### src/rtl/bit_run_to_pulse_duration_defines.svh
// Assertion macros for the pulse duration encoder.
`ifndef BIT_RUN_TO_PULSE_DURATION_DEFINES_SVH
`define BIT_RUN_TO_PULSE_DURATION_DEFINES_SVH

`ifndef SYNTHESIS
// Same-cycle implication, clocked on clk and disabled in reset.
`define BRPD_ASSERT_NOW(label, ante, cons) \
    label: assert property (@(posedge clk) disable iff (!rst_n) (ante) |-> (cons)) \
        else $error("brpd assertion failed");
// Next-cycle implication, clocked on clk and disabled in reset.
`define BRPD_ASSERT_NEXT(label, ante, cons) \
    label: assert property (@(posedge clk) disable iff (!rst_n) (ante) |=> (cons)) \
        else $error("brpd assertion failed");
`else
`define BRPD_ASSERT_NOW(label, ante, cons)
`define BRPD_ASSERT_NEXT(label, ante, cons)
`endif

`endif

### src/rtl/brpd_pkg.sv
package brpd_pkg;

    // One message bit and its end-of-message flag.
    typedef struct packed {
        logic bit_value;
        logic final_bit;
    } in_word_t;

    // One level and duration segment.
    typedef struct packed {
        logic        level;
        logic [31:0] duration_us;
        logic        end_marker;
        logic        last_result;
    } out_word_t;

    // Register index, taken from paddr[3:2].
    typedef enum logic [1:0] {
        REG_PULSE_UNIT = 2'd0,
        REG_START_GAP  = 2'd1,
        REG_END_GAP    = 2'd2
    } reg_idx_t;

    localparam int unsigned PADDR_W      = 4;
    localparam int unsigned UNIT_W       = 16;
    localparam int unsigned GAP_W        = 20;
    localparam int unsigned DUR_W        = 32;
    localparam int unsigned MAX_RESULTS  = 4;
    localparam int unsigned NEW_CNT_W    = 3;

    localparam logic [UNIT_W-1:0] PULSE_UNIT_RESET = 16'd1;
    localparam logic [GAP_W-1:0]  GAP_RESET        = 20'd10000;
    localparam logic [DUR_W-1:0]  DUR_MAX          = 32'hFFFF_FFFF;

endpackage

### src/rtl/bit_run_to_pulse_duration.sv
// Bit run to pulse duration encoder.
//
// Input channel (bit_valid / bit_stall / bit_data): one message bit a word,
// with final_bit set on the last bit of a message. Output channel
// (seg_valid / seg_stall / seg_data): level and duration segments, the
// start gap ahead of a message, an end gap and an end marker after it.
// A word is taken at a rising edge with valid high and stall low.
//
// A bit's segments are registered into the result queue behind held words,
// then leave one per cycle while seg_stall is low. Throughput: one bit per
// cycle while bit_stall is low; a bit causes zero to four segments, several
// only at message edges. Queue depth is QUEUE_DEPTH words; bit_stall rises
// while more than QUEUE_DEPTH-4 words are queued, so a stalled receiver
// backs up the queue and then the sender, and nothing is dropped.
//
// Registers over APB at byte addresses 0 (pulse_unit_us), 4 (start_gap_us)
// and 8 (end_gap_us); write only while the block is idle.
// Reset: registers return to 1, 10000 and 10000, the queue empties and the
// block awaits the first bit of a message.
`include "bit_run_to_pulse_duration_defines.svh"

module bit_run_to_pulse_duration #(
    parameter int unsigned QUEUE_DEPTH = 8
) (
    input  logic                                 clk,
    input  logic                                 rst_n,
    // bit channel
    input  logic                                 bit_valid,
    output logic                                 bit_stall,
    input  brpd_pkg::in_word_t                   bit_data,
    // segment channel
    output logic                                 seg_valid,
    input  logic                                 seg_stall,
    output brpd_pkg::out_word_t                  seg_data,
    // configuration
    input  logic                                 psel,
    input  logic                                 penable,
    input  logic                                 pwrite,
    input  logic [brpd_pkg::PADDR_W-1:0]         paddr,
    input  logic [31:0]                          pwdata,
    output logic [31:0]                          prdata,
    output logic                                 pready
);

    localparam int unsigned CNT_W = $clog2(QUEUE_DEPTH + 1);
    localparam logic [CNT_W-1:0] STALL_ABOVE =
        CNT_W'(QUEUE_DEPTH - brpd_pkg::MAX_RESULTS);

    // Configuration registers
    logic [brpd_pkg::UNIT_W-1:0] pulse_unit_reg;
    logic [brpd_pkg::GAP_W-1:0]  start_gap_reg;
    logic [brpd_pkg::GAP_W-1:0]  end_gap_reg;
    logic                        cfg_write;
    brpd_pkg::reg_idx_t          cfg_idx;

    // Run state
    logic                        in_message_reg, in_message_next;
    logic                        run_level_reg, run_level_next;
    logic [brpd_pkg::DUR_W-1:0]  run_dur_reg, run_dur_next;

    // Result queue: slot 0 is the word on the output
    brpd_pkg::out_word_t         slot_reg  [QUEUE_DEPTH];
    brpd_pkg::out_word_t         slot_next [QUEUE_DEPTH];
    logic [CNT_W-1:0]            cnt_reg, cnt_next;
    logic [CNT_W-1:0]            base;

    // Handshakes
    logic                        accept;
    logic                        pop;

    // Per-bit results
    logic [brpd_pkg::DUR_W:0]    sum;
    logic [brpd_pkg::DUR_W-1:0]  dur_ext;
    logic                        lvl_upd;
    logic [brpd_pkg::DUR_W-1:0]  dur_upd;
    brpd_pkg::out_word_t         cand   [brpd_pkg::MAX_RESULTS];
    logic [brpd_pkg::MAX_RESULTS-1:0] cand_en;
    brpd_pkg::out_word_t         new_w  [brpd_pkg::MAX_RESULTS];
    logic [brpd_pkg::NEW_CNT_W-1:0] n_new;

    // ------------------------------------------------------------------
    // Configuration port: always ready, index from the word address.
    // ------------------------------------------------------------------
    assign pready    = 1'b1;
    assign cfg_write = psel && penable && pwrite;
    assign cfg_idx   = brpd_pkg::reg_idx_t'(paddr[3:2]);

    always_ff @(posedge clk or negedge rst_n)
    begin
        if (!rst_n)
        begin
            pulse_unit_reg <= brpd_pkg::PULSE_UNIT_RESET;
            start_gap_reg  <= brpd_pkg::GAP_RESET;
            end_gap_reg    <= brpd_pkg::GAP_RESET;
        end
        else if (cfg_write)
        begin
            unique case (cfg_idx)
                brpd_pkg::REG_PULSE_UNIT: pulse_unit_reg <= pwdata[brpd_pkg::UNIT_W-1:0];
                brpd_pkg::REG_START_GAP:  start_gap_reg  <= pwdata[brpd_pkg::GAP_W-1:0];
                brpd_pkg::REG_END_GAP:    end_gap_reg    <= pwdata[brpd_pkg::GAP_W-1:0];
                default: ;  // unmapped address: drop the write
            endcase
        end
    end

    always_comb
    begin
        unique case (cfg_idx)
            brpd_pkg::REG_PULSE_UNIT: prdata = 32'(pulse_unit_reg);
            brpd_pkg::REG_START_GAP:  prdata = 32'(start_gap_reg);
            brpd_pkg::REG_END_GAP:    prdata = 32'(end_gap_reg);
            default:                  prdata = 32'd0;
        endcase
    end

    // ------------------------------------------------------------------
    // Handshakes. The input stalls only on queue fill, so room for the
    // worst-case four words is always there when a bit is taken.
    // ------------------------------------------------------------------
    assign seg_valid = (cnt_reg != '0);
    assign seg_data  = slot_reg[0];
    assign pop       = seg_valid && !seg_stall;
    assign bit_stall = (cnt_reg > STALL_ABOVE);
    assign accept    = bit_valid && !bit_stall;
    assign base      = cnt_reg - CNT_W'(pop);

    // ------------------------------------------------------------------
    // Run tracking: extend the open run with a saturating add, or start a
    // new run on the first bit of a message or on a change of level.
    // ------------------------------------------------------------------
    assign dur_ext = 32'(pulse_unit_reg);
    assign sum     = {1'b0, run_dur_reg} + {1'b0, dur_ext};

    always_comb
    begin
        if (in_message_reg && (bit_data.bit_value == run_level_reg))
        begin
            lvl_upd = run_level_reg;
            dur_upd = sum[brpd_pkg::DUR_W] ? brpd_pkg::DUR_MAX
                                           : sum[brpd_pkg::DUR_W-1:0];
        end
        else
        begin
            lvl_upd = bit_data.bit_value;
            dur_upd = dur_ext;
        end

        if (bit_data.final_bit)
        begin
            in_message_next = 1'b0;
            run_level_next  = 1'b0;
            run_dur_next    = '0;
        end
        else
        begin
            in_message_next = 1'b1;
            run_level_next  = lvl_upd;
            run_dur_next    = dur_upd;
        end
    end

    always_ff @(posedge clk or negedge rst_n)
    begin
        if (!rst_n)
        begin
            in_message_reg <= 1'b0;
            run_level_reg  <= 1'b0;
            run_dur_reg    <= '0;
        end
        else if (accept)
        begin
            in_message_reg <= in_message_next;
            run_level_reg  <= run_level_next;
            run_dur_reg    <= run_dur_next;
        end
    end

    // ------------------------------------------------------------------
    // Candidate segments in emission order: start gap or closed run, the
    // final run, the end gap, the end marker. Pack the enabled ones.
    // ------------------------------------------------------------------
    always_comb
    begin
        cand[0] = '0;
        if (!in_message_reg)
        begin
            cand[0].duration_us = 32'(start_gap_reg);
            cand_en[0]          = (start_gap_reg != '0);
        end
        else
        begin
            cand[0].level       = run_level_reg;
            cand[0].duration_us = run_dur_reg;
            cand_en[0]          = (bit_data.bit_value != run_level_reg);
        end

        cand[1]             = '0;
        cand[1].level       = lvl_upd;
        cand[1].duration_us = dur_upd;
        cand_en[1]          = bit_data.final_bit;

        cand[2]             = '0;
        cand[2].duration_us = 32'(end_gap_reg);
        cand_en[2]          = bit_data.final_bit && (end_gap_reg != '0);

        cand[3]            = '0;
        cand[3].end_marker = 1'b1;
        cand_en[3]         = bit_data.final_bit;
    end

    always_comb
    begin
        n_new = '0;
        for (int k = 0; k < brpd_pkg::MAX_RESULTS; k++)
        begin
            new_w[k] = '0;
        end
        for (int k = 0; k < brpd_pkg::MAX_RESULTS; k++)
        begin
            if (cand_en[k])
            begin
                new_w[n_new[1:0]] = cand[k];
                n_new = n_new + 3'd1;
            end
        end
        // flag the last segment of this bit
        for (int k = 0; k < brpd_pkg::MAX_RESULTS; k++)
        begin
            new_w[k].last_result = (brpd_pkg::NEW_CNT_W'(k + 1) == n_new);
        end
    end

    // ------------------------------------------------------------------
    // Result queue: shift down on pop, append new segments behind the
    // words that stay.
    // ------------------------------------------------------------------
    always_comb
    begin
        logic [CNT_W-1:0] off;
        int unsigned      src;
        for (int i = 0; i < QUEUE_DEPTH; i++)
        begin
            src = (i < QUEUE_DEPTH - 1) ? i + 1 : i;
            off = CNT_W'(i) - base;
            slot_next[i] = slot_reg[i];
            if (CNT_W'(i) < base)
            begin
                if (pop)
                begin
                    slot_next[i] = slot_reg[src];
                end
            end
            else if (accept && (off < CNT_W'(n_new)))
            begin
                slot_next[i] = new_w[off[1:0]];
            end
        end
        cnt_next = base + (accept ? CNT_W'(n_new) : '0);
    end

    always_ff @(posedge clk)
    begin
        for (int i = 0; i < QUEUE_DEPTH; i++)
        begin
            slot_reg[i] <= slot_next[i];
        end
    end

    always_ff @(posedge clk or negedge rst_n)
    begin
        if (!rst_n)
        begin
            cnt_reg <= '0;
        end
        else
        begin
            cnt_reg <= cnt_next;
        end
    end

    // ------------------------------------------------------------------
    // Checks
    // ------------------------------------------------------------------
    `BRPD_ASSERT_NOW(a_cnt_bound, 1'b1, cnt_reg <= CNT_W'(QUEUE_DEPTH))
    `BRPD_ASSERT_NEXT(a_final_closes, accept && bit_data.final_bit, !in_message_reg && (cnt_reg >= $past(base) + CNT_W'(2)))
    `BRPD_ASSERT_NOW(a_marker_last, seg_valid && seg_data.end_marker, seg_data.last_result && !seg_data.level && (seg_data.duration_us == '0))

endmodule

### config.mk
export PLATFORM = sky130hd
export DESIGN_NAME = bit_run_to_pulse_duration
export DESIGN_NICKNAME = d
export VERILOG_FILES = /design/src/rtl/brpd_pkg.sv /design/src/rtl/bit_run_to_pulse_duration.sv
export VERILOG_INCLUDE_DIRS = /design/src /design/src/rtl
export SDC_FILE = /design/constraint.sdc
export NUM_CORES = 1
export LEC_CHECK = 0
export BUFFER_PORTS_ARGS = -buffer_cell sky130_fd_sc_hd__buf_2
export CORE_MARGIN = 8
export CORE_UTILIZATION = 50
export CTS_BUF_LIST = sky130_fd_sc_hd__clkbuf_8
export DETAILED_ROUTE_END_ITERATION = 7
export PLACE_DENSITY = 0.73
export SLEW_MARGIN = 10
export SYNTH_ARGS = -nofsm -noshare
export SYNTH_HDL_FRONTEND = slang
export SYNTH_SLANG_ARGS = --single-unit
### constraint.sdc
create_clock -name clk -period 11.38 [get_ports clk]
set_input_delay 0.569 -clock clk [delete_from_list [all_inputs] [get_ports clk]]
set_output_delay 0.569 -clock clk [all_outputs]
set_load 0.05 [all_outputs]
==> out/qor.csv <==
stage,metric,value,unit
timing,RSZ-0062 raised after global routing,false,
layout,post-layout instance area,23400,um^2
timing,Max Freq,172,MHz
power_and_ir_drop,LEAKAGE,8.97,nW
power_and_ir_drop,Pint,4.33,mW
die,Initial Util,50.4,%
job,total of max-cap violations,0,
worst_setup_path,worst path required time,11.65,ns
routing,vias per cell,6.47,
placement,Placed Instances,2656,
timing,Slew @ Worst Pin,1.16,ns
synth,"Seq/Total Area, Yosys",49.9,%
global_routing,total track usage,27.1,%
placement,port bufs,87,
synth,number of synthesized flops with an enable pin,280,
worst_setup_path,worst flop-to-flop path startpoint,run_level_reg,
timing,"Hold Vio Cnt, Final",0,
clocking,"Reg clk slew, reported paths",0.07,ns
synth,synth top area cells,"edfxtp_1, dfrtp_1, mux2_2",
power_and_ir_drop,clock power share,13.8,%
outcome,outcome,"finished, final reports clean",
synth,Synth top area share,38.9,%
routing,TritonRoute pass-1 iters,6,
worst_setup_path,Worst R2R Path Depth,14,
die,Die H,224,um
timing,final setup fails,0,
power_and_ir_drop,maximum VDD drop,0.000276,V
die,Die X,224,um
hold_path,hold path depth,2,
clocking,Worst-Skew Late Latency,0.64,ns
hold_path,HP Start,pwdata[17],
placement,dpl hpwl,48400,um
synth,Syn. warnings,0,
routing,Antenna Violating Nets Remaining,0,
synth,synthesized flop and latch total,374,
die,FP Rows,76,
timing,Final Cycle Share,51.1,%
synth,"area leader, netlist",edfxtp_1,
worst_setup_path,crit path kind,flip-flop to flip-flop,
worst_setup_path,RR Endpoint,slot_reg[1][114],
power_and_ir_drop,Reg power frac,32.8,%
synth,Post-Syn Area,21600,um^2
worst_setup_path,worst-path maximum fanout,28,
routing,# DRC,0,
synth,Main synth FF type,edfxtp_1,
clocking,clk buf depth,3,
placement,Placer Congestion,0.993,
clocking,PostCTS Resize Cnt,0,
die,Die Area,50100,um^2
synth,"Async S/R FF share, synth",25.1,%
synth,Gate Count Post-Synth,2133,
routing,Routed wire per std cell,25.2,um
clocking,CTS tree,done,
timing,Slew headroom,22.7,%
placement,DP Area,22200,um^2
power_and_ir_drop,Switching Fraction,48.5,%
die,core footprint,42900,um^2
global_routing,initial antenna violation count,2,
routing,vias,18000,
routing,final WL,69800,um
timing,hold_ws,0.185,ns
synth,Synth cell types,100,
synth,Syn Area/Cell,10.1,um^2
worst_setup_path,Critical Path Start Type,flip-flop,
layout,Sequential Area,10800,um^2
clocking,CTS Buf Count,66,
global_routing,first-pass GRT wire length,105000,um
clocking,CTS H-tree depth,3,
timing,Final Critical Period,5.82,ns
layout,Largest register FFs,280,
power_and_ir_drop,P_sw,4.09,mW
hold_path,Hold Crit Endpoint,end_gap_reg[17],
worst_setup_path,Worst Path Arrival,6.08,ns
worst_setup_path,Worst R2R Setup Slack,5.56,ns
layout,area of the multi-input gates,9830,um^2
global_routing,vias in the first global route,17200,
routing,DRT iter0 DRCs,2147,
worst_setup_path,nature of the critical path endpoint,flip-flop,
layout,# nets final,2236,
power_and_ir_drop,Gate power share,53.3,%
timing,TNS Setup,0,ns
timing,Max Slew Vio Count,0,
hold_path,HP Class,input pin to flip-flop,
clocking,CTS root buffer,clkbuf_8,
clocking,Clock Sinks,374,
layout,P&R area growth vs syn,8.17,%
placement,Setup WS pre-CTS,5.48,ns
layout,fill count,3742,
timing,Setup Skew,0.0324,ns
global_routing,total gr overflow,0,
die,io pins,115,
layout,layout cells sized above 1,17.4,%
timing,final worst slack,5.56,ns
power_and_ir_drop,Pwr Density,360,nW/um^2
layout,final cell count without fillers,2774,
global_routing,maximum number of pins on one net before global-route repair,68,
-- cells by family after synthesis --
family,synth area share (%)
fa+ha+maj,3.02
simple gates,12.9
other cells,0.0348
mux,7.12
xor+xnor,0.933
flops,49.9
buf+inv,5.20
compound gates,20.9
-- layer usage --
layer	wire length (um)	up-vias	GRT usage, %
li1	-	7953	-
met2	31200	1194	42.0
met4	2960	2	11.9
met1	27400	8610	36.1
met3	8260	194	6.19
met5	10	-	0
-- metrics by stage --
step / utilization [%] / power [mW]
2_1_floorplan: - / 5.78
3_3_place_gp: 51.7 / 7.00
3_5_place_dp: 51.7 / 7.13
4_1_cts: 54.5 / 8.31
5_1_grt: 54.5 / 8.82
6_report: 54.5 / 8.42
-- area by class of cell --
type	instances	share of cell area, %
Clock inverter	49	1.11
Antenna cell	1	0.0107
Sequential cell	374	46.1
Tap cell	585	3.13
Multi-Input combinational cell	1542	42.1
Timing Repair Buffer	125	3.11
Inverter	31	0.498
Clock buffer	67	3.95
-- cell usage in the layout, fill, tap and decap left out, drive strengths merged, types with 9 or more instances in the layout --
master	instances
mux2i	34
or2	9
buf	124
inv	57
conb	13
nor3	33
o2bb2ai	10
o31ai	18
nand2	294
clkinv	20
a22o	28
a211oi	29
nor4	12
ha	49
and3	19
a21o	32
a22oi	32
nand3	41
xor2	12
mux2	106
o22ai	10
edfxtp	280
o21ai	226
xnor2	11
o211ai	13
dfrtp	83
o21a	12
a32o	15
nor2	157
nand2b	16
a21oi	128
a31oi	38
and2	18
dfstp	11
clkbuf	67
-- synthesized netlist by cell type (30+ instances only) --
cell	n
nand2_1	293
edfxtp_1	280
o21ai_0	211
nor2_1	156
a21oi_1	125
mux2_2	105
clkbuf_1	103
dfrtp_1	83
buf_4	51
ha_1	49
nand3_1	41
a31oi_1	37
mux2i_1	34
nor3_1	32
a22oi_1	31
a21o_1	30
-- timing repair --
item / CTS / global route
hold buffers: 1 / 0
endpoints found under the hold margin: 20 / 0
buffers inserted: 0 / 0
-- power by group through the flow --
stage / Combinational, mW / Clock, mW / Sequential, mW
detailed placement: 4.36 / 0 / 2.77
global route: 4.78 / 1.23 / 2.81
CTS: 4.38 / 1.18 / 2.75
finish: 4.49 / 1.17 / 2.76
global placement: 4.25 / 0 / 2.74
floorplan: 3.17 / 0 / 2.61
-- critical path: stages (launching register included) --
cell      delay (ns)
dfrtp_1         0.41
xnor2_1         0.41
and2_1          0.19
buf_4           0.30
a21oi_2         0.07
buf_4           0.21
ha_1            0.54
xor2_1          0.30
ha_1            0.31
nor4bb_1        0.09
mux2_2          0.29
nor2_1          0.70
ha_1            0.40
a211oi_4        0.65
buf_4           0.51
-- how the worst max path moves through the flow --
| stage | from | end | slack, ns | cells after the start |
|---|---|---|---|---|
| floorplan | bit_data[1] | slot_reg[1][105] | 4.72 | 14 |
| global placement | bit_data[1] | slot_reg[1][111] | 5.57 | 15 |
| detailed placement | bit_data[1] | slot_reg[1][111] | 5.48 | 15 |
| CTS | start_gap_reg[0] | slot_reg[1][114] | 5.68 | 13 |
| global route | run_level_reg | slot_reg[1][114] | 5.35 | 14 |
| finish | run_level_reg | slot_reg[1][114] | 5.56 | 14 |
(Power assumes the default switching activity.)
